**config.mk**
```make
export PLATFORM = sky130hd
export DESIGN_NAME = pfvr_ctrl
export DESIGN_NICKNAME = d
export VERILOG_FILES = /design/src/rtl/pfvr_pkg.sv /design/src/rtl/pfvr_ctrl.sv
export SDC_FILE = /design/constraint.sdc
export NUM_CORES = 1
export LEC_CHECK = 0
export CORE_MARGIN = 8
export CORE_UTILIZATION = 55
export DETAILED_ROUTE_END_ITERATION = 6
export DONT_BUFFER_PORTS = 1
export PLACE_DENSITY = 0.81
export SYNTH_ARGS = -nofsm -noshare
export SYNTH_HDL_FRONTEND = slang
export SYNTH_SLANG_ARGS = --single-unit
```
**constraint.sdc**
```tcl
create_clock -name clk -period 1.9 [get_ports clk]
set_input_delay 0.19 -clock clk [delete_from_list [all_inputs] [get_ports clk]]
set_output_delay 0.19 -clock clk [all_outputs]
set_load 0.01 [all_outputs]
```
**src/rtl/pfvr_pkg.sv**
```systemverilog
// shared types, widths and constants for the polygon flat vertex removal block
// no dependencies
package pfvr_pkg;

  localparam int MAX_POINTS_DEF = 64;
  localparam int COORD_BITS     = 12;
  localparam int THR_W          = 17;
  localparam int Q_SHIFT        = 16;
  localparam logic [THR_W-1:0] THR_RESET = THR_W'(57870);

  localparam int DIFF_W = COORD_BITS + 1;
  localparam int PROD_W = 2 * DIFF_W;
  localparam int DOT_W  = PROD_W + 1;
  localparam int LEN_W  = PROD_W - 1;
  localparam int DSQ_W  = 2 * DOT_W;
  localparam int LUV_W  = 2 * LEN_W;
  localparam int RHS_W  = LUV_W + THR_W;
  localparam int CMP_W  = DSQ_W + Q_SHIFT;

  typedef logic [COORD_BITS-1:0] coord_t;

  typedef struct packed {
    coord_t x;
    coord_t y;
  } pt_t;

  typedef struct packed {
    coord_t point_x;
    coord_t point_y;
    logic   point_last;
  } in_item_t;

  typedef struct packed {
    coord_t kept_x;
    coord_t kept_y;
    logic   kept_valid;
    logic   run_end;
  } out_item_t;

  typedef struct packed {
    logic wr_en;
    logic rd_en;
    logic eval;
    logic last;
  } pfvr_cmd_t;

endpackage

```
**src/rtl/pfvr_ctrl.sv**
```systemverilog
// controller: vertex loading, ring read sequencing and walk completion
// depends on pfvr_pkg
module pfvr_ctrl #(
  parameter int MAX_POINTS = pfvr_pkg::MAX_POINTS_DEF
) (
  input  logic                            clk,
  input  logic                            rst_n,
  input  logic                            start,
  input  logic                            point_last,
  input  logic                            walk_done,
  output logic                            busy,
  output pfvr_pkg::pfvr_cmd_t             cmd,
  output logic [$clog2(MAX_POINTS)-1:0]   wr_addr,
  output logic [$clog2(MAX_POINTS)-1:0]   rd_addr
);
  import pfvr_pkg::*;

  localparam int AW    = $clog2(MAX_POINTS);
  localparam int CNT_W = $clog2(MAX_POINTS + 1);
  localparam int K_W   = $clog2(MAX_POINTS + 2);

  typedef enum logic [2:0] {
    ST_LOAD  = 3'b001,
    ST_READ  = 3'b010,
    ST_DRAIN = 3'b100
  } state_t;

  state_t           state_r, state_nxt;
  logic [CNT_W-1:0] count_r, count_nxt;
  logic [CNT_W-1:0] n_r, n_nxt;
  logic [K_W-1:0]   k_r, k_nxt;
  logic [K_W-1:0]   km1;
  logic             accept;
  logic             read_last;

  assign accept    = (state_r == ST_LOAD) && start;
  assign km1       = k_r - K_W'(1);
  assign read_last = (k_r == (K_W'(n_r) + K_W'(1)));
  assign wr_addr   = count_r[AW-1:0];
  assign busy      = (state_r != ST_LOAD);

  always_comb begin
    if (k_r == '0) begin
      rd_addr = AW'(n_r - CNT_W'(1));
    end else if (km1 == K_W'(n_r)) begin
      rd_addr = '0;
    end else begin
      rd_addr = km1[AW-1:0];
    end
  end

  always_comb begin
    state_nxt   = state_r;
    count_nxt   = count_r;
    n_nxt       = n_r;
    k_nxt       = k_r;
    cmd.wr_en   = 1'b0;
    cmd.rd_en   = 1'b0;
    cmd.eval    = 1'b0;
    cmd.last    = 1'b0;
    unique case (state_r)
      ST_LOAD: begin
        if (accept) begin
          if (count_r < CNT_W'(MAX_POINTS)) begin
            cmd.wr_en = 1'b1;
            count_nxt = count_r + CNT_W'(1);
          end
          if (point_last) begin
            n_nxt     = count_nxt;
            count_nxt = '0;
            k_nxt     = '0;
            state_nxt = ST_READ;
          end
        end
      end
      ST_READ: begin
        cmd.rd_en = 1'b1;
        cmd.eval  = (k_r >= K_W'(2));
        cmd.last  = read_last;
        k_nxt     = k_r + K_W'(1);
        if (read_last) begin
          state_nxt = ST_DRAIN;
        end
      end
      ST_DRAIN: begin
        if (walk_done) begin
          state_nxt = ST_LOAD;
        end
      end
      default: begin
        state_nxt = ST_LOAD;
      end
    endcase
  end

  always_ff @(posedge clk) begin
    if (!rst_n) begin
      state_r <= ST_LOAD;
      count_r <= '0;
      n_r     <= '0;
      k_r     <= '0;
    end else begin
      state_r <= state_nxt;
      count_r <= count_nxt;
      n_r     <= n_nxt;
      k_r     <= k_nxt;
    end
  end

endmodule

```
# After elaboration in Yosys (flattened, before gate mapping)
# Cells that the tools add are included.
# totals
regBits	24
latch_bits	0
ram_bits	0
romBits	0
inputBits	5
wordCells	44
n_memories	0
# classes
addsub	5
multipliers	0
n_div	0
n_lt_le_gt_ge	2
eq_ne	10
shift	0
mux	16
n_bitwise	0
n_reduce_logical	7
# op_table
op	count
$mux W7	4
$add A7 B1 Y7 const B	3
$mux W3	5
$eq A7 B7 Y1	2
$pmux W7 S2	1
$mux W6	2
$pmux W3 S3	1
$ne A2 B2 Y1 const B	4
$ge A7 B2 Y1 const B	1
$logic_not A7 Y1	1
$lt A7 B7 Y1 const B	1
$sub A7 B1 Y7 const B	1
$reduce_and A3 Y1	2
$sub A6 B1 Y6 const B	1
$reduce_and A4 Y1	1
$eq A3 B1 Y1 const B	1
$eq A3 B2 Y1 const B	1
$eq A3 B3 Y1 const B	1
$mux W1	3
$ne A3 B1 Y1 const B	1
$reduce_and A2 Y1	1
$reduce_bool A2 Y1	1
$logic_and A1 B1 Y1	1

# Logic depth before layout (Yosys ltp)
# depth
depth_word	4
mapped_depth	7
depth_no_buf	7

# Least setup slack after synthesis
# OpenSTA, ideal clock, no wires.
# synth_path
kind	register to output
startpoint	register k_r[0]
endpoint	output port rd_addr[0]
arrival_time_ps	1888
slack_ps	-178
stages_incl_launch_ff	8
n_path_buf	0
cell_sequence	dfxtp_1 inv_1 ha_1 or3b_1 xnor2_1 a22oi_1 nor4b_2 a211oi_1
# synth_between
elab_chain_len	4
elab_cells_between_ends	5
cone_classes	add/sub (1); eq/ne (1); mux (2); reduce/logical (1)
# synth_lines
item	line_no	text
from (decl)	pfvr_ctrl.sv:31	logic [K_W-1:0] k_r, k_nxt;
from (signal assigned)	pfvr_ctrl.sv:106	k_r <= k_nxt;
$sub A7 B1 Y7	pfvr_ctrl.sv:37	assign km1 = k_r - K_W'(1);
$eq A7 B7 Y1	pfvr_ctrl.sv:45	end else if (km1 == K_W'(n_r)) begin
$mux W6	pfvr_ctrl.sv:45	
$mux W6 (*)	pfvr_ctrl.sv:43	if (k_r == '0) begin
to (decl)	pfvr_ctrl.sv:14	output logic [$clog2(MAX_POINTS)-1:0] rd_addr
# Every way passes the cells marked *; elsewhere a longest branch is shown, timed or not.

# Final worst setup path
# layout_path
startpoint	register k_r[0]
endpoint	output port rd_addr[2]
# Same word-level chain as after synthesis.

==> metrics.log <==
INFO  metric endpoint_kind = output port
INFO  metric relSlewSlack = 62.9%
INFO  metric syn_area_per_cell = 7.84 um2
INFO  metric worst_pin_slew = 548 ps
INFO  metric fmax = 441 MHz
INFO  metric first_global_vias = 1636
INFO  metric cp.required = 1710 ps
INFO  metric post-dp-hpwl = 3350 um
INFO  metric critical_path_class = reg2out
INFO  metric placedInstanceArea = 0.00212 mm2
INFO  metric die_w = 73.1 um
INFO  metric drt_iter0_drc = 133
INFO  metric global_route_wire_length_before_repair = 7420 um
INFO  metric critical_path_peak_fanout = 4
INFO  metric std_cell_rows = 20
INFO  metric antenna_left = 0
INFO  metric cell_area_after_synthesis = 0.00179 mm2
INFO  metric post-place-cells = 292
INFO  metric clock_tree.root_cell = sky130_fd_sc_hd__clkbuf_4
INFO  metric setup_viol_count_final = 7
INFO  metric timing.clock.skew = 15.4 ps
INFO  metric floorplan.initialDensity = 58.3%
INFO  metric final.setup.worst_slack = -367 ps
INFO  metric post_layout_cell_count = 303
INFO  metric max-cap-violations = 0
INFO  metric die_h = 73.1 um
INFO  metric ys_ff_latch = 24
INFO  metric peakVddDrop = 314 uV
INFO  metric clock_insertion_delay_worst_skew = 320 ps
INFO  metric preCtsSetupSlack = -88.3 ps
INFO  metric post-synth-top-area-fraction = 26.8%
INFO  metric finalCritPeriodShare = 119%
INFO  metric final_core_utilization = 78.1%
INFO  metric remaining_drc_errors = 0
INFO  metric number_of_pins_with_negative_max_slew_slack_in_the_final_report = 0
INFO  metric timing.critical_path.from_type = flop
INFO  metric grt_use_total = 17.4%
INFO  metric synthDominantAreaCellType = sky130_fd_sc_hd__dfxtp_1
INFO  metric layout.cells.most_common = sky130_fd_sc_hd__buf_4
INFO  metric port_buffers = 0
INFO  metric post_drt_wl_per_cell = 16.2 um
INFO  metric cts_max_level = 1
INFO  metric syn_nets = 241
INFO  metric ys.warnings.count = 0
INFO  metric area.growth.synth_to_final = 34.0%
INFO  metric r2r_setup_slack = 20 ps
INFO  metric grt_antenna_before_repair = 0
INFO  metric nNetsFinal = 272
INFO  metric die_area = 0.00535 mm2
INFO  metric cts.sink_count = 24
INFO  metric grt_start_max_net_pins = 15
INFO  metric final.setup.tns = -2480 ps
INFO  metric gp_congestion = 0.820
INFO  metric cp_data_arrival_time = 2080 ps
INFO  metric status = complete, but fails checks
INFO  metric synthCells = 229
INFO  metric vias_per_cell = 5.60
INFO  metric floorplan.core_area = 0.00308 mm2
INFO  metric drive_above_1_share = 34.0%
INFO  metric grt-ovfl-total = 0
INFO  metric mostFrequentLayoutCells = 39 x sky130_fd_sc_hd__buf_4, 23 x sky130_fd_sc_hd__nor2_1, 23 x sky130_fd_sc_hd__nand2_1
INFO  metric clock_tree.buffer_depth = 2
INFO  metric worst_hold_path_type = in2reg
INFO  metric rsz0062_at_grt = yes
INFO  metric post-route-min-period = 2270 ps
INFO  metric path_clk_slew = 130 ps
INFO  metric pd_cells = 482 mW/mm2
INFO  metric timing.final.hold_violations = 0
INFO  metric num_vias = 1698
INFO  metric drt_first_pass_iters = 4
INFO  metric finish.instance_area = 0.00240 mm2
INFO  metric total_leakage_power = 1.01 nW
INFO  metric synth_area_leaders = sky130_fd_sc_hd__dfxtp_1 27%, sky130_fd_sc_hd__xnor2_1 8.8%, sky130_fd_sc_hd__nor2_1 5.4%
INFO  metric boundaryPins = 22
INFO  metric tritoncts = built
INFO  metric violated_checks = negative setup slack
INFO  metric synth-seq-area-share = 26.8%
INFO  metric antenna_cells = 0
INFO  metric cts_inserted_buffers = 3
INFO  metric routed_wl = 4910 um
INFO  metric post_synth_num_cell_types = 45
==> state kept, by name, indices dropped and copies added, names as in the netlist <==
| register | count |
|---|---|
| count_r | 7 |
| k_r | 7 |
| n_r | 7 |
| state_r | 3 |
==> final cells by class <==
| type | count | area (um2) |
|---|---|---|
| well taps | 44 | 55.1 |
| inverters | 7 | 31.3 |
| fillers | 208 | 673 |
| multi-input cells | 178 | 1410 |
| flip-flops and latches | 24 | 493 |
| repair buffers | 46 | 368 |
| clock buffers | 4 | 47.5 |
==> routing by layer <==
layer  part of all wire, %  GRT usage, %
met1                    44          21.2
met2                    51          29.2
met3                   4.5          3.98
met4                  0.43          5.56
met5                     0             0
==> worst max-delay path, stage by stage (launching register included) <==
cell	delay (ps)
sky130_fd_sc_hd__dfxtp_4	390
sky130_fd_sc_hd__inv_4	80
sky130_fd_sc_hd__ha_4	130
sky130_fd_sc_hd__or3b_4	400
sky130_fd_sc_hd__xnor2_2	150
sky130_fd_sc_hd__a22oi_2	190
sky130_fd_sc_hd__nor4b_4	80
sky130_fd_sc_hd__buf_6	140
sky130_fd_sc_hd__a211oi_4	210
==> what timing repair did <==
item | CTS | global route
gates resized for setup | 18 | 12
setup endpoints to repair | 7 | 9
hold buffers | 2 | 1
pin swaps | 7 | 7
hold endpoints to repair | 14 | 1
buffers inserted | 2 | 2
==> synthesized netlist by cell type <==
master                       n
sky130_fd_sc_hd__o31ai_1     1
sky130_fd_sc_hd__nor2b_1     5
sky130_fd_sc_hd__buf_2       2
sky130_fd_sc_hd__o21ai_0     9
sky130_fd_sc_hd__nor2_1     26
sky130_fd_sc_hd__o21ai_1     1
sky130_fd_sc_hd__a21boi_0    4
sky130_fd_sc_hd__a41o_1      2
sky130_fd_sc_hd__mux2_2      1
sky130_fd_sc_hd__ha_1        7
sky130_fd_sc_hd__buf_4       7
sky130_fd_sc_hd__and3_1      5
sky130_fd_sc_hd__nand2_1    23
sky130_fd_sc_hd__inv_1       6
sky130_fd_sc_hd__a31oi_1     2
sky130_fd_sc_hd__xnor3_1     1
sky130_fd_sc_hd__xnor2_1    18
sky130_fd_sc_hd__a211o_1     1
sky130_fd_sc_hd__a21oi_1     5
sky130_fd_sc_hd__nand2b_1    3
sky130_fd_sc_hd__or4_1       2
sky130_fd_sc_hd__nand3b_1    3
sky130_fd_sc_hd__xor2_1     10
sky130_fd_sc_hd__nand4b_1    3
sky130_fd_sc_hd__nand4_1     1
sky130_fd_sc_hd__nand3_1    11
sky130_fd_sc_hd__nor3_2      2
sky130_fd_sc_hd__nor3_1      1
sky130_fd_sc_hd__or3b_1      1
sky130_fd_sc_hd__nor4_1      2
sky130_fd_sc_hd__dfxtp_1    24
sky130_fd_sc_hd__clkbuf_1   11
sky130_fd_sc_hd__o211a_1     5
sky130_fd_sc_hd__or2_2       2
sky130_fd_sc_hd__a211oi_1    6
sky130_fd_sc_hd__o311ai_1    1
sky130_fd_sc_hd__a2111oi_0   1
sky130_fd_sc_hd__and2_1      3
sky130_fd_sc_hd__inv_2       1
sky130_fd_sc_hd__a22oi_1     3
sky130_fd_sc_hd__nor3b_1     2
sky130_fd_sc_hd__nor4b_2     1
sky130_fd_sc_hd__a21boi_1    2
sky130_fd_sc_hd__or3_1       1
sky130_fd_sc_hd__o31a_1      1
==> path summary, 6_finish.rpt <==
kind / from / endpoint / cells past startpoint
worst max-delay path: k_r[0]$_SDFFE_PN0P_ / rd_addr[2] / 8
worst min-delay path: rst_n / state_r[2]$_SDFFE_PN0P_ / 1
worst max register to register: n_r[0]$_SDFFE_PN0P_ / state_r[2]$_SDFFE_PN0P_ / 7
worst min register to register: n_r[6]$_SDFFE_PN0P_ / n_r[6]$_SDFFE_PN0P_ / 1
==> stage by stage <==
step	hold WS [ps]	power, W
after floorplan	464	0.000721
after global placement	275	0.000783
after detailed placement	278	0.000790
after CTS	1.97	0.00114
after global routing	18.5	0.00121
final	28.0	0.00116
==> cell families after synthesis <==
kind of cell             synth area share, %
buffers and inverters                   7.25
XOR/XNOR                                14.9
AO/OA/AOI/OAI                           17.4
AND/OR/NAND/NOR                         28.1
adder cells (fa/ha/maj)                 4.88
multiplexers                           0.628
flip-flops                              26.8
==> where the power goes <==
group / internal [W] / switching (W)
Combinational: 0.000149 / 0.000151
Clock: 0.000161 / 0.000161
Sequential: 0.000516 / 0.0000220
Total: 0.000825 / 0.000334
(Power assumes the default switching activity.)
